## src/rtl/core/cfd_pkg.sv

```systemverilog
// Package for the command frame deframer: header constants, field widths,
// the frame phase and result kind types. No dependencies.
`timescale 1ns / 1ps
`default_nettype none

package cfd_pkg;

   localparam int ByteWidth    = 8;
   localparam int CommandWidth = 16;
   localparam int LengthWidth  = 32;

   localparam logic [ByteWidth-1:0] HdrFirst  = 8'h7F;
   localparam logic [ByteWidth-1:0] HdrSecond = 8'h55;

   typedef logic [ByteWidth-1:0]    byte_type;
   typedef logic [CommandWidth-1:0] command_type;
   typedef logic [LengthWidth-1:0]  length_type;

   typedef enum logic [3:0] {
      PH_HUNT0  = 4'd0,
      PH_HUNT1  = 4'd1,
      PH_CMD_HI = 4'd2,
      PH_CMD_LO = 4'd3,
      PH_LEN0   = 4'd4,
      PH_LEN1   = 4'd5,
      PH_LEN2   = 4'd6,
      PH_LEN3   = 4'd7,
      PH_DATA   = 4'd8,
      PH_TRL0   = 4'd9,
      PH_TRL1   = 4'd10,
      PH_TRL2   = 4'd11
   } phase_type;

   typedef enum logic [1:0] {
      KIND_DATA  = 2'd0,
      KIND_EMPTY = 2'd1,
      KIND_ERROR = 2'd2
   } kind_type;

endpackage

`default_nettype wire

```

## src/rtl/core/cfd_stream_if.sv

```systemverilog
// Valid/ready channel interfaces for the deframer: the byte input channel
// and the result channel. Depends on cfd_pkg.
`timescale 1ns / 1ps
`default_nettype none

interface cfd_req_if;
   import cfd_pkg::*;

   logic     valid;
   logic     ready;
   byte_type rx_byte;

   modport source (output valid, output rx_byte, input ready);
   modport sink (input valid, input rx_byte, output ready);
endinterface

interface cfd_rsp_if;
   import cfd_pkg::*;

   logic        valid;
   logic        ready;
   kind_type    kind;
   byte_type    data_byte;
   command_type command;
   logic        last;

   modport source (output valid, output kind, output data_byte, output command,
                   output last, input ready);
   modport sink (input valid, input kind, input data_byte, input command,
                 input last, output ready);
endinterface

`default_nettype wire

```

## src/rtl/core/command_frame_deframer.sv

```systemverilog
// Command frame deframer: splits a byte stream into header, command, length,
// payload and trailer, and emits one word per payload byte, empty frame or error.
// Depends on cfd_pkg and the channel interfaces in cfd_stream_if.
//
// Usage: bytes enter on req_chan, one word per ready cycle. A frame is 0x7F 0x55,
// a big-endian 16-bit command, a big-endian 32-bit length, the payload and
// three trailing bytes that are skipped. Each payload byte leaves on rsp_chan
// tagged with the command and a last flag; a zero-length frame gives one
// empty-frame word, and a wrong header byte gives one error word.
// A result word passes through the input register and the result register: the
// edge that accepts its byte loads the input register, and a later edge loads
// the result register, which drives rsp_chan. Throughput is one byte per cycle
// while the receiver keeps up, set by the single pass between the registers.
// Reset (synchronous) returns the parser to hunting for the first header byte
// and empties both registers. When the receiver stalls, the result word holds
// and req_chan.ready falls once the input register is also occupied.
`timescale 1ns / 1ps
`default_nettype none

module command_frame_deframer (
   input wire logic  clock,
   input wire logic  reset,
   cfd_req_if.sink   req_chan,
   cfd_rsp_if.source rsp_chan
);
   import cfd_pkg::*;

   phase_type   phase_ff, phase_in;
   command_type command_ff, command_in;
   length_type  length_ff, length_in;
   logic        s1_valid_ff;
   byte_type    s1_byte_ff;
   logic        out_valid_ff, out_valid_in;
   kind_type    out_kind_ff, out_kind_in;
   byte_type    out_data_ff, out_data_in;
   command_type out_command_ff, out_command_in;
   logic        out_last_ff, out_last_in;

   logic out_free;
   logic s1_move;
   logic process;

   assign out_free = !out_valid_ff || rsp_chan.ready;
   assign s1_move  = !s1_valid_ff || out_free;
   assign process  = s1_valid_ff && out_free;

   assign req_chan.ready     = s1_move;
   assign rsp_chan.valid     = out_valid_ff;
   assign rsp_chan.kind      = out_kind_ff;
   assign rsp_chan.data_byte = out_data_ff;
   assign rsp_chan.command   = out_command_ff;
   assign rsp_chan.last      = out_last_ff;

   always_comb begin
      phase_in = phase_ff;
      if (process) begin
         unique case (phase_ff)
            PH_HUNT0:  phase_in = (s1_byte_ff == HdrFirst) ? PH_HUNT1 : PH_HUNT0;
            PH_HUNT1:  phase_in = (s1_byte_ff == HdrSecond) ? PH_CMD_HI : PH_HUNT0;
            PH_CMD_HI: phase_in = PH_CMD_LO;
            PH_CMD_LO: phase_in = PH_LEN0;
            PH_LEN0:   phase_in = PH_LEN1;
            PH_LEN1:   phase_in = PH_LEN2;
            PH_LEN2:   phase_in = PH_LEN3;
            PH_LEN3: begin
               phase_in = ({length_ff[LengthWidth-ByteWidth-1:0], s1_byte_ff} == '0)
                          ? PH_TRL0 : PH_DATA;
            end
            PH_DATA:   phase_in = (length_ff == length_type'(1)) ? PH_TRL0 : PH_DATA;
            PH_TRL0:   phase_in = PH_TRL1;
            PH_TRL1:   phase_in = PH_TRL2;
            PH_TRL2:   phase_in = PH_HUNT0;
            default:   phase_in = (s1_byte_ff == HdrFirst) ? PH_HUNT1 : PH_HUNT0;
         endcase
      end
   end

   always_comb begin
      command_in     = command_ff;
      length_in      = length_ff;
      out_valid_in   = out_valid_ff;
      out_kind_in    = out_kind_ff;
      out_data_in    = out_data_ff;
      out_command_in = out_command_ff;
      out_last_in    = out_last_ff;
      if (out_free) begin
         out_valid_in = 1'b0;
      end
      if (process) begin
         unique case (phase_ff)
            PH_HUNT1: begin
               if (s1_byte_ff != HdrSecond) begin
                  out_valid_in   = 1'b1;
                  out_kind_in    = KIND_ERROR;
                  out_data_in    = '0;
                  out_command_in = '0;
                  out_last_in    = 1'b0;
               end
            end
            PH_CMD_HI: command_in = {s1_byte_ff, command_ff[ByteWidth-1:0]};
            PH_CMD_LO: command_in = {command_ff[CommandWidth-1:ByteWidth], s1_byte_ff};
            PH_LEN0, PH_LEN1, PH_LEN2: begin
               length_in = {length_ff[LengthWidth-ByteWidth-1:0], s1_byte_ff};
            end
            PH_LEN3: begin
               length_in = {length_ff[LengthWidth-ByteWidth-1:0], s1_byte_ff};
               if (length_in == '0) begin
                  out_valid_in   = 1'b1;
                  out_kind_in    = KIND_EMPTY;
                  out_data_in    = '0;
                  out_command_in = command_ff;
                  out_last_in    = 1'b1;
               end
            end
            PH_DATA: begin
               length_in      = length_ff - length_type'(1);
               out_valid_in   = 1'b1;
               out_kind_in    = KIND_DATA;
               out_data_in    = s1_byte_ff;
               out_command_in = command_ff;
               out_last_in    = (length_ff == length_type'(1));
            end
            PH_TRL0, PH_TRL1, PH_TRL2: begin
               out_valid_in = 1'b0;
            end
            default: begin
               if (s1_byte_ff != HdrFirst) begin
                  out_valid_in   = 1'b1;
                  out_kind_in    = KIND_ERROR;
                  out_data_in    = '0;
                  out_command_in = '0;
                  out_last_in    = 1'b0;
               end
            end
         endcase
      end
   end

   always_ff @(posedge clock) begin
      if (reset) begin
         phase_ff     <= PH_HUNT0;
         command_ff   <= '0;
         length_ff    <= '0;
         s1_valid_ff  <= 1'b0;
         out_valid_ff <= 1'b0;
      end else begin
         phase_ff     <= phase_in;
         command_ff   <= command_in;
         length_ff    <= length_in;
         out_valid_ff <= out_valid_in;
         if (s1_move) begin
            s1_valid_ff <= req_chan.valid;
         end
      end
   end

   always_ff @(posedge clock) begin
      if (s1_move) begin
         s1_byte_ff <= req_chan.rx_byte;
      end
      out_kind_ff    <= out_kind_in;
      out_data_ff    <= out_data_in;
      out_command_ff <= out_command_in;
      out_last_ff    <= out_last_in;
   end

endmodule

`default_nettype wire

```

## src/flat_wrapper.sv

```systemverilog
// flat-port wrapper written by rule: the top's interface ports become plain ports
module command_frame_deframer_flat import cfd_pkg::*;
  (clock, reset, req_chan_valid, req_chan_rx_byte, req_chan_ready, rsp_chan_valid, rsp_chan_kind, rsp_chan_data_byte, rsp_chan_command, rsp_chan_last, rsp_chan_ready);
  cfd_req_if req_chan_i ();
  cfd_rsp_if rsp_chan_i ();
  input wire logic clock;
  input wire logic reset;
  input wire logic [$bits(req_chan_i.valid)-1:0] req_chan_valid;
  input wire logic [$bits(req_chan_i.rx_byte)-1:0] req_chan_rx_byte;
  output wire logic [$bits(req_chan_i.ready)-1:0] req_chan_ready;
  output wire logic [$bits(rsp_chan_i.valid)-1:0] rsp_chan_valid;
  output wire logic [$bits(rsp_chan_i.kind)-1:0] rsp_chan_kind;
  output wire logic [$bits(rsp_chan_i.data_byte)-1:0] rsp_chan_data_byte;
  output wire logic [$bits(rsp_chan_i.command)-1:0] rsp_chan_command;
  output wire logic [$bits(rsp_chan_i.last)-1:0] rsp_chan_last;
  input wire logic [$bits(rsp_chan_i.ready)-1:0] rsp_chan_ready;
  assign req_chan_i.valid = req_chan_valid;
  assign req_chan_i.rx_byte = req_chan_rx_byte;
  assign req_chan_ready = req_chan_i.ready;
  assign rsp_chan_valid = rsp_chan_i.valid;
  assign rsp_chan_kind = rsp_chan_i.kind;
  assign rsp_chan_data_byte = rsp_chan_i.data_byte;
  assign rsp_chan_command = rsp_chan_i.command;
  assign rsp_chan_last = rsp_chan_i.last;
  assign rsp_chan_i.ready = rsp_chan_ready;
  command_frame_deframer u_core (.clock(clock), .reset(reset), .req_chan(req_chan_i), .rsp_chan(rsp_chan_i));
endmodule
```

## config.mk

```make
export PLATFORM = sky130hd
export DESIGN_NAME = command_frame_deframer_flat
export DESIGN_NICKNAME = d
export VERILOG_FILES = /design/src/rtl/core/cfd_pkg.sv /design/src/rtl/core/cfd_stream_if.sv /design/src/rtl/core/command_frame_deframer.sv /design/src/flat_wrapper.sv
export SDC_FILE = /design/constraint.sdc
export NUM_CORES = 1
export LEC_CHECK = 0
export ABC_CLOCK_PERIOD_IN_PS = 11000
export BUFFER_PORTS_ARGS = -buffer_cell sky130_fd_sc_hd__buf_2
export CAP_MARGIN = 25
export CORE_MARGIN = 2
export CORE_UTILIZATION = 55
export DETAILED_ROUTE_END_ITERATION = 10
export PLACE_DENSITY_LB_ADDON = 0.08
export SYNTH_ARGS = -nofsm -noshare
export SYNTH_HDL_FRONTEND = slang
export SYNTH_SLANG_ARGS = --single-unit
```

## constraint.sdc

```tcl
create_clock -name clock -period 11 [get_ports clock]
set_input_delay 0.55 -clock clock [delete_from_list [all_inputs] [get_ports clock]]
set_output_delay 0.55 -clock clock [all_outputs]
set_load 0.05 [all_outputs]
```

Word-level counts from Yosys, hierarchy flattened --
Index checks and enable logic that the tools add are counted.
Operators by class: equality and inequality tests 18, add/sub/neg operators 1, bitwise logic cells 3, reductions and logical operators 16, multiplexer cells 29
Operators with widths (number):
- one-hot mux 16 bit (4 select lines) | 1
- one-hot mux 32 bit (2 select lines) | 1
- 2-to-1 mux 16 bit | 3
- one-hot mux 4 bit (11 select lines) | 1
- equality test 32 x 1 -> 1 bit, second input constant | 1
- zero test 32 bit | 1
- one-hot mux 16 bit (2 select lines) | 1
- one-hot mux 8 bit (4 select lines) | 1
- subtractor 32 x 1 -> 32 bit, second input constant | 1
- 2-to-1 mux 8 bit | 3
- equality test 4 x 3 -> 1 bit, second input constant | 4
- equality test 4 bit, second input constant | 4
- equality test 8 x 7 -> 1 bit, second input constant | 2
- != test 8 x 7 -> 1 bit, second input constant | 2
- 2-to-1 mux 1 bit | 11
- equality test 4 x 2 -> 1 bit, second input constant | 2
- 2-to-1 mux 2 bit | 4
- one-hot mux 2 bit (4 select lines) | 1
- OR reduction 8 bit | 1
- AND reduction 3 bit | 2
- one-hot mux 1 bit (5 select lines) | 1
- AND reduction 5 bit | 1
- OR reduction 5 bit | 1
- equality test 4 x 1 -> 1 bit, second input constant | 1
- other kinds (11) | 16
Storage, ports and cells: logic and storage cells 78, output and inout bits 29, register bits 89

Logic depth before layout (Yosys ltp) --
Gate-level depths: netlist (run 1).
depth after elaboration 6, mapped depth 8, mapped depth without buffers 7

Least setup slack after synthesis (run 1) --
OpenSTA, ideal clock, no wires.
path kind register to register, start point register u_core.length_ff[0], end point register u_core.out_command_ff[0], in the netlist u_core.rsp_chan.command[0] (enable), stages on the path, launching flop included 9, slack 7.402 ns, period minus slack after synthesis 3.598 ns, setup time 0.411 ns, path buffers 1, arrival 3.187 ns, path through dfxtp_1 > inv_1 > ha_1 > or3b_2 > clkbuf_1 > nor4_1 > a31oi_1 > or3_1 > nor2_1
On the way: cells in the longest elaborated chain, start to end 3
RTL lines:
- from (decl) | RTL line command_frame_deframer.sv:30 | length_type length_ff, length_in;
- from (signal assigned) | RTL line command_frame_deframer.sv:149 | length_ff <= length_in;
- zero test 32 bit | RTL line command_frame_deframer.sv:107 | if (length_in == '0) begin
- != test 2 x 1 -> 1 bit (no line)
- AND reduction 5 bit (no line)
- to (signal assigned) | RTL line command_frame_deframer.sv:163 | out_command_ff <= out_command_in;
- to (decl) | RTL line command_frame_deframer.sv:36 | command_type out_command_ff, out_command_in;
Every way passes these cells. A chain may end at the register's enable or synchronous reset.

Worst setup path after layout (run 1) --
start point register u_core.phase_ff[0], end point register u_core.length_ff[21]
On the way: cells in the longest elaborated chain, start to end 4
RTL lines:
- from (decl) | RTL line command_frame_deframer.sv:28 | phase_type phase_ff, phase_in;
- from (signal assigned) | RTL line command_frame_deframer.sv:147 | phase_ff <= phase_in;
- equality test 4 x 3 -> 1 bit | RTL line command_frame_deframer.sv:90 | unique case (phase_ff)
- OR reduction 4 bit (no line)
- nonzero test 2 bit (no line)
- AND reduction 2 bit (no line)
Several ways; a longest one is shown, not always the timed one.

==> metrics.yaml, run 1 <==
worst_hold_path:
  min_from: "req_chan_rx_byte[4]"
  min_path_type: "primary input to flip-flop"
  min_path_cells: 1
detailed_routing:
  dr.first_iter.drc_count: 299
  m1WireLength_mm: 5.001
  dr_wl_met3_microns: 716
  drc: 0
  drt-total-wl_mm: 10.96
  ant_nets: 0
  dr.max_layer_used: "met4"
  avgRoutedWirePerCell_microns: 17.66
  viasPerCell: 6.316
  met2_length_mm: 4.999
  drtPass1Iterations: 5
  vias: 3922
floorplan:
  dieArea_sq_mm: 0.008820
  rows: 32
  core_sq_mm: 0.007767
  dieWidth_microns: 93.92
  dieHeight_microns: 93.92
  start_util_pct: 57.25
  num_io_pins: 41
job:
  maxCapViolCount: 0
synthesis:
  yosysTopAreaCell: "dfxtp_1"
  yosysUniqueCellTypes: 58
  synthArstFlopShare_pct: 0
  synth_edf_count: 35
  netlist_instances: 494
  synthTopCellsByArea: "dfxtp_1, edfxtp_1, nand2_1, a21oi_1, and2_1"
  synth.avg_cell_area_sq_um: 9.002
  mappedNetlistArea_sq_mm: 0.004447
  netlist.area_leader.share_pct: 24.31
  ys_seq_elements: 89
  synth_fp_nets: 508
  synth_seq_area_share_pct: 47.95
  yosysWarnings: 0
  synth_flop_cell: "dfxtp_1"
layout:
  antenna_cells: 0
  drive_gt1_share_pct: 14.45
  syn2layout_area_growth_pct: 9.679
  mostFrequentLayoutCells: "nand2_1, dfxtp_1, nor2_1"
  fin_util_pct: 62.79
  finalNetCount: 528
  final_common_cell: "nand2_1"
worst_setup_path:
  cpLargestDelayFamily: "simple AND/OR/NAND/NOR gates"
  cp_data_required_time_ns: 11.29
  worstSetupStartpoint: "u_core.phase_ff[0]"
  cp_cell_sequence: "or4b_1 > buf_4 > a211o_1 > nor2_1 > a22oi_1 > a31oi_1"
  cp_max_fo: 59
  critPathLaunchType: "flip-flop"
  cp.depth: 6
  crit_buf_inv: 1
  r2r_cells: 6
  arrival_ns: 3.41
  slowest_delay_ns: 0.70
  criticalPathCategory: "flip-flop to flip-flop"
  worstReg2RegStart: "u_core.phase_ff[0]"
  crit_slowest_cell: "a211o_1"
  worst_setup_path_end_kind: "flip-flop"
clock_tree:
  cts_setup_buffers: 0
  cts_tree: "built"
  insertion_delay_ns: 0.37
  root_buffer: "clkbuf_8"
  clk_pin_slew_ns: 0.10
  cts_resized: 0
  cts_buffers: 9
  cts_sinks: 89
  cts.path.max_buffers: 2
  cts-hold-fix-buffers: 0
  cts-htree-levels: 3
sta:
  maxSlewViolCount: 0
  grt_setup_unrepaired: "no"
  final.period_utilization_pct: 28.37
  tightest_slew_ns: 1.059
  max_freq_mhz: 320.4
  fin_worst_skew_ns: 0.01001
  hold_viol: 0
  setup_tns_ns: 0
  setup_viol: 0
  timing.slew.headroom_pct: 29.41
  period_needed_ns: 3.121
power:
  combPwrFrac_pct: 5.6
  p_seq_share_pct: 58.2
  powerDensity_mw_per_mm2: 124.6
  pwr-share-clk_pct: 36.2
  p_int_w: 0.0004434
  irDropWorstVdd_mv: 0.07957
  switching_power_w: 0.0001643
  power.leakage_nw: 1.840
  netSwitchingFraction_pct: 27.03
grt:
  grt_use_total_pct: 26.13
  grt_pass1_vias: 3501
  antenna_found_initial: 0
  grt_pass1_wl_mm: 17.89
  grt_start_max_net_pins: 60
  grt_remaining_overflow: 0
placed_design:
  gp_congestion: 0.9032
  dp_hpwl_mm: 7.121
  port_buffers: 40
status:
  status: "complete, no violations"
[routing by layer]
layer  vias to the layer above  global-route usage (%)
li1                       1876                       -
met1                      1872                   37.93
met2                       149                   38.81
met3                        25                   4.494
met4                         0                   10.39
met5                         -                       0
[synth_stat cells, drive strengths merged, types with 4 or more instances]
cell type  instances
a22oi              9
a211oi             4
nand2b             5
nand2             56
nand3             17
a21oi             39
nand4b             4
o211ai             7
a31oi             11
o31ai              4
mux2i             10
nor4              14
inv                9
nand4              6
clkbuf            34
or4               11
or3               13
nor3               9
a221oi             4
o21ai             19
nor2              43
dfxtp             54
and2              26
or2                5
edfxtp            35
[sequential cells by signal, indices dropped and copies added, names as in the netlist]
register	cells
u_core.length_ff	32
u_core.command_ff	16
u_core.rsp_chan.command	16
u_core.rsp_chan.data_byte	8
u_core.s1_byte_ff	8
u_core.phase_ff	4
u_core.rsp_chan.kind	2
u_core.rsp_chan.last	1
u_core.rsp_chan.valid	1
u_core.s1_valid_ff	1
[through the flow]
step	power, W	setup slack, ns	std cells	hold WS [ns]	instance area (sq um)
after CTS	0.0006121	7.934	620	0.3387	4872
after floorplan	0.0003838	7.402	494	0.4273	4447
after global routing	0.0006262	7.684	621	0.3401	4877
after detailed placement	0.0003955	7.954	604	0.4422	4678
after global placement	0.0003952	7.984	604	0.4372	4678
final	0.0006077	7.879	621	0.3523	4877
[final cells by class]
cell class                      instances  area (sq um)
Clock buffer                            9         123.9
Clock inverter                          7         70.07
Fill cell                             686          2890
Inverter                                9         33.78
Multi-Input combinational cell        360          2155
Sequential cell                        89          2132
Tap cell                              102         127.6
Timing Repair Buffer                   45         235.2
[power by group through the flow]
stage / logic [W] / registers (W) / clock network [W]
2_1_floorplan: 0.00000948 / 0.000374 / 0
3_3_place_gp: 0.0000338 / 0.000361 / 0
3_5_place_dp: 0.0000340 / 0.000361 / 0
4_1_cts: 0.0000340 / 0.000354 / 0.000224
5_1_grt: 0.0000359 / 0.000355 / 0.000236
6_report: 0.0000339 / 0.000354 / 0.000220
[path summary, 6_finish.rpt]
check,to,slack [ns]
worst max-delay path,u_core.length_ff[21],7.88
worst min-delay path,u_core.s1_byte_ff[4],0.35
worst max register to register,u_core.length_ff[21],7.88
worst min register to register,u_core.command_ff[15],0.46
[kinds of logic after synthesis]
| family | count (synthesis) | share of synthesized area, % |
|---|---|---|
| AND/OR/NAND/NOR | 224 | 27.04 |
| adder cells (fa/ha/maj) | 2 | 0.5627 |
| flip-flops | 89 | 47.95 |
| multiplexers | 12 | 2.758 |
| buffers and inverters | 45 | 3.855 |
| AO/OA/AOI/OAI | 122 | 17.84 |
No activity file was read; power rests on OpenSTA's default activity.
==> run 2, diff against run 1 <==
ABC_CLOCK_PERIOD_IN_PS = 3100   (was 11000)
clock period = 3.1 ns   (was 11 ns; I/O delays follow)
==> run 2 against run 1 <==
Worst setup slack got worse by 7.6 ns. Hold slack got worse by 0.33 ns. Wire length increased by 4.9%. Clock power increased to 3.4 times the previous value. Non-clock buffer count increased by 23. Die area unchanged. Largest cell class unchanged. Sequential share of layout area decreased by 1.7 points. First-iteration DRC count increased by 27%. Critical endpoint is now u_core.rsp_chan.command[13]. Final area increased by 4.0%. Critical path type unchanged. Global-route usage increased by 0.82 points. Total power increased to 3.5 times the previous value. Fmax increased by 11%.
==> metrics.yaml, run 2 (synthesized netlist as in run 1, its figures left out) <==
status:
  status: "complete, no violations"
layout:
  largest_reg_flops: 32  # unchanged
  syn2layout_area_growth_pct: 14.10
  antenna_cells: 0  # unchanged
  finalNetCount: 551  # +4.4%
  num-fill-cells: 637  # -7.1%
  mostFrequentLayoutCells: "nand2_1, dfxtp_1, nor2_1"
  drive_gt1_share_pct: 16.42  # +2.0 points
  max_flop_register: "u_core.length_ff"
  final_common_cell: "nand2_1"
power:
  powerDensity_mw_per_mm2: 422.4  # +240%
  power.leakage_nw: 1.939  # +5.4%
  irDropWorstVdd_mv: 0.3079  # +290%
job:
  maxCapViolCount: 0  # unchanged
detailed_routing:
  vias: 4076  # +3.9%
  avgRoutedWirePerCell_microns: 17.86  # +1.2%
  dr.first_iter.drc_count: 381  # +27%
  drt-total-wl_mm: 11.50  # +4.9%
  viasPerCell: 6.329  # +0.21%
  drtPass1Iterations: 5  # unchanged
  drc: 0  # unchanged
  ant_nets: 0  # unchanged
sta:
  fin_worst_skew_ns: 0.007205  # -0.002805 ns
  grt_setup_unrepaired: "no"
  timing.slew.headroom_pct: 44.77  # +15 points
  setup_viol: 0  # unchanged
  worst_slack_ns: 0.3011  # -7.578 ns
  period_needed_ns: 2.799  # -0.3219 ns
  hold_viol: 0  # unchanged
  max_freq_mhz: 357.3  # +11%
  maxSlewViolCount: 0  # unchanged
  setup_tns_ns: 0  # unchanged
  final.period_utilization_pct: 90.29  # +62 points
  fin_hold_ws_ns: 0.02004  # -0.3323 ns
  tightest_slew_ns: 0.8208  # -0.2380 ns
floorplan:
  num_io_pins: 41  # unchanged
  rows: 32  # unchanged
  start_util_pct: 57.25  # unchanged
  dieWidth_microns: 93.92  # unchanged
  dieHeight_microns: 93.92  # unchanged
  core_sq_mm: 0.007767  # unchanged
  dieArea_sq_mm: 0.008820  # unchanged
grt:
  grt_start_max_net_pins: 39  # -35%
  grt_use_total_pct: 26.95  # +0.82 points
  grt_remaining_overflow: 0  # unchanged
  grt_pass1_wl_mm: 18.57  # +3.8%
  grt_pass1_vias: 3742  # +6.9%
  antenna_found_initial: 0  # unchanged
worst_setup_path:
  criticalPathCategory: "flip-flop to flip-flop"
  cp_max_fo: 27  # -54%
  worst_setup_path_end_kind: "flip-flop"
  cp_data_required_time_ns: 3.17  # -8.12 ns
  critPathLaunchType: "flip-flop"
  arrival_ns: 2.87  # -0.54 ns
clock_tree:
  cts_tree: "built"
  root_buffer: "clkbuf_8"
  cts_sinks: 89  # unchanged
  cts.path.max_buffers: 2  # unchanged
  clk_pin_slew_ns: 0.09  # about the same
  cts_resized: 0  # unchanged
  insertion_delay_ns: 0.36  # about the same
  cts_buffers: 9  # unchanged
  cts-htree-levels: 3  # unchanged
placed_design:
  dp_hpwl_mm: 7.709  # +8.3%
  port_buffers: 40  # unchanged
  gp_congestion: 0.9359  # +3.6%
  preCtsSetupSlack_ns: 0.3361  # -7.618 ns
worst_hold_path:
  min_path_type: "primary input to flip-flop"
[run 2: layout make-up]
| class | instances | area (sq um) | share of cell area [%] |
|---|---|---|---|
| Clock buffer | 10 | 127.6 | 2.515 |
| Clock inverter | 6 | 50.05 | 0.9864 |
| Inverter | 9 | 33.78 | 0.6658 |
| Multi-Input combinational cell | 360 | 2160 | 42.56 |
| Sequential cell | 89 | 2132 | 42.02 |
| Tap cell | 102 | 127.6 | 2.515 |
| Timing Repair Buffer | 68 | 442.9 | 8.730 |
[run 2: path summary, 6_finish.rpt]
kind / startpoint / end / slack [ns] / cells past startpoint
setup / recovery: u_core.length_ff[0] / u_core.rsp_chan.command[13] / 0.30 / 8
hold / removal: req_chan_valid / u_core.s1_valid_ff / 0.02 / 3
setup reg to reg: u_core.length_ff[0] / u_core.rsp_chan.command[13] / 0.30 / 8
hold reg to reg: u_core.command_ff[12] / u_core.command_ff[12] / 0.45 / 2
[run 2: critical path: stages (launching register included)]
cell	delay, ns
dfxtp_1	0.36
inv_1	0.09
ha_1	0.21
or3b_2	0.58
nor4_1	0.37
a31oi_1	0.13
or3_1	0.44
nor2_4	0.12
buf_12	0.20
[run 2: power breakdown]
part | total (W) | switching [W] | internal [W]
clock | 0.000753 | 0.000451 | 0.000302
sequential | 0.00125 | 0.0000187 | 0.00124
combinational | 0.000136 | 0.000100 | 0.0000356
[run 2: stage by stage]
step	area [sq um]	util (%)	instances	total power (W)
6_report	5074	65.32	644	0.002143
5_1_grt	5074	65.32	644	0.002201
4_1_cts	5074	65.32	644	0.002147
3_5_place_dp	4816	62.00	620	0.001408
3_3_place_gp	4816	62.00	620	0.001406
2_1_floorplan	4454	-	494	0.001362
[run 2: what timing repair did]
| item | in CTS | in global routing |
|---|---|---|
| endpoints found under the setup margin | 0 | 0 |
| hold buffers | 8 | 0 |
| endpoints found under the hold margin | 8 | 0 |
| buffers inserted | 0 | 0 |
[run 2: layer usage]
metal / share of wire (%) / vias to the layer above / routed length, microns / global-route usage, %
met5: 0 / - / 0 / 0
met4: 2.0 / 0 / 226 / 8.816
met3: 8.1 / 30 / 934 / 3.852
met2: 45 / 201 / 5226 / 41.55
met1: 44 / 1921 / 5116 / 39.03
li1: - / 1924 / - / -
==> run 3, diff against run 2 <==
CTS_BUF_LIST = sky130_fd_sc_hd__clkbuf_8   (was unset)
==> run 3 against run 2 <==
Global-route usage unchanged. Combinational power barely moved. Core utilization unchanged. Critical path type unchanged. Critical endpoint unchanged.
==> metrics.yaml, run 3 (synthesized netlist as in run 1, its figures left out) <==
job:
  maxCapViolCount: 0  # unchanged
layout:
  finalNetCount: 551  # unchanged
  mostFrequentLayoutCells: "nand2_1, dfxtp_1, nor2_1"
  max_flop_register: "u_core.length_ff"
  syn2layout_area_growth_pct: 14.10  # unchanged
  fin_util_pct: 65.32  # unchanged
  antenna_cells: 0  # unchanged
  largest_reg_flops: 32  # unchanged
  drive_gt1_share_pct: 16.42  # unchanged
  final_cells: 644  # unchanged
  final_common_cell: "nand2_1"
placed_design:
  port_buffers: 40  # unchanged
  dp_hpwl_mm: 7.709  # unchanged
  gp_congestion: 0.9359  # unchanged
  dp.cells: 620  # unchanged
  preCtsSetupSlack_ns: 0.3361  # unchanged
floorplan:
  dieHeight_microns: 93.92  # unchanged
  start_util_pct: 57.25  # unchanged
  core_sq_mm: 0.007767  # unchanged
  dieArea_sq_mm: 0.008820  # unchanged
  num_io_pins: 41  # unchanged
  dieWidth_microns: 93.92  # unchanged
  rows: 32  # unchanged
sta:
  fin_worst_skew_ns: 0.007350  # +0.0001453 ns
  setup_viol: 0  # unchanged
  grt_setup_unrepaired: "no"
  worst_slack_ns: 0.2966  # -0.004417 ns
  setup_tns_ns: 0  # unchanged
  hold_viol: 0  # unchanged
  final.period_utilization_pct: 90.43  # +0.14 points
  tightest_slew_ns: 0.8203  # -0.0004914 ns
  max_freq_mhz: 356.7  # -0.16%
  maxSlewViolCount: 0  # unchanged
  period_needed_ns: 2.803  # +0.004417 ns
  timing.slew.headroom_pct: 44.81  # about the same
  fin_hold_ws_ns: 0.01980  # -0.0002436 ns
detailed_routing:
  viasPerCell: 6.323  # about the same
  vias: 4072  # -0.098%
  dr.first_iter.drc_count: 381  # unchanged
  drc: 0  # unchanged
  ant_nets: 0  # unchanged
  avgRoutedWirePerCell_microns: 17.86  # about the same
  drtPass1Iterations: 5  # unchanged
  drt-total-wl_mm: 11.50  # about the same
worst_setup_path:
  cp_cell_sequence: "inv_1 > ha_1 > or3b_2 > nor4_1 > a31oi_1 > or3_1 > nor2_4 > buf_12"
  crit_slowest_cell: "or3b_2"
  cpLargestDelayFamily: "simple AND/OR/NAND/NOR gates"
  criticalPathCategory: "flip-flop to flip-flop"
  r2r-end: "u_core.rsp_chan.command[13]"
  r2r_slack_ns: 0.30  # about the same
  worstReg2RegStart: "u_core.length_ff[0]"
  arrival_ns: 2.87  # about the same
  cp_data_required_time_ns: 3.17  # about the same
  slowest_delay_ns: 0.58  # about the same
  worst_setup_path_end_kind: "flip-flop"
  critPathLaunchType: "flip-flop"
  r2r_cells: 8  # unchanged
  crit_buf_inv: 2  # unchanged
  cp_max_fo: 27  # unchanged
power:
  switching_power_w: 0.0005703  # about the same
  irDropWorstVdd_mv: 0.3078  # about the same
  p_seq_share_pct: 58.6  # about the same
  pwr-share-clk_pct: 35.0  # about the same
  combPwrFrac_pct: 6.4  # about the same
  power.leakage_nw: 1.943  # +0.21%
  netSwitchingFraction_pct: 26.65  # +0.053 points
  powerDensity_mw_per_mm2: 421.8  # -0.13%
  p_int_w: 0.001570  # -0.21%
grt:
  antenna_found_initial: 0  # unchanged
  grt_use_total_pct: 26.95  # unchanged
  grt_pass1_vias: 3742  # unchanged
  grt_remaining_overflow: 0  # unchanged
  grt_start_max_net_pins: 39  # unchanged
  grt_pass1_wl_mm: 18.57  # unchanged
clock_tree:
  cts_tree: "built"
  cts-htree-levels: 3  # unchanged
  cts-hold-fix-buffers: 8  # unchanged
  cts_setup_buffers: 0  # unchanged
  cts.path.max_buffers: 2  # unchanged
  cts_buffers: 9  # unchanged
  cts_resized: 0  # unchanged
  clk_pin_slew_ns: 0.09  # about the same
  cts_sinks: 89  # unchanged
  insertion_delay_ns: 0.36  # about the same
  root_buffer: "clkbuf_8"
worst_hold_path:
  min_path_cells: 3  # unchanged
  min_from: "req_chan_valid"
  min_path_type: "primary input to flip-flop"
  whs_endpoint: "u_core.s1_valid_ff"
status:
  status: "complete, no violations"
-- run 3: per-stage QoR --
step | area (sq um) | power [W]
after CTS | 5074 | 0.002144
after detailed placement | 4816 | 0.001408
after global placement | 4816 | 0.001406
after global routing | 5074 | 0.002199
after floorplan | 4454 | 0.001362
final | 5074 | 0.002140
-- run 3: layout make-up --
class / count / area (sq um)
clock buffers: 9 / 123.9
clock inverters: 7 / 53.80
fillers: 637 / 2694
inverters: 9 / 33.78
multi-input cells: 360 / 2160
flip-flops and latches: 89 / 2132
well taps: 102 / 127.6
repair buffers: 68 / 442.9
-- run 3: power groups by stage --
stage	registers, W	clock network [W]	logic [W]
6_report	0.00125	0.000750	0.000136
5_1_grt	0.00126	0.000799	0.000143
4_1_cts	0.00125	0.000755	0.000135
3_5_place_dp	0.00128	0	0.000128
3_3_place_gp	0.00128	0	0.000127
2_1_floorplan	0.00133	0	0.0000347
-- run 3: metal layers --
metal / share of wire, % / global-route usage (%) / up-vias
met5: 0 / 0 / -
met4: 1.8 / 8.816 / 0
met3: 8.3 / 3.852 / 27
met2: 46 / 41.55 / 202
met1: 44 / 39.03 / 1917
li1: - / - / 1926
-- run 3: how the worst max path moves through the flow --
stage	from	end	cells after the start
floorplan	u_core.length_ff[0]	u_core.rsp_chan.command[0]	8
global placement	u_core.length_ff[0]	u_core.rsp_chan.command[2]	8
CTS	u_core.length_ff[0]	u_core.rsp_chan.command[13]	8
finish	u_core.length_ff[0]	u_core.rsp_chan.command[13]	8
global route	u_core.length_ff[0]	u_core.rsp_chan.command[13]	8
detailed placement	u_core.length_ff[0]	u_core.rsp_chan.command[5]	8
-- run 3: worst min-delay path: stages --
cell and delay [ns]:
buf_2 0.08, a21oi_1 0.03, nor2_1 0.08
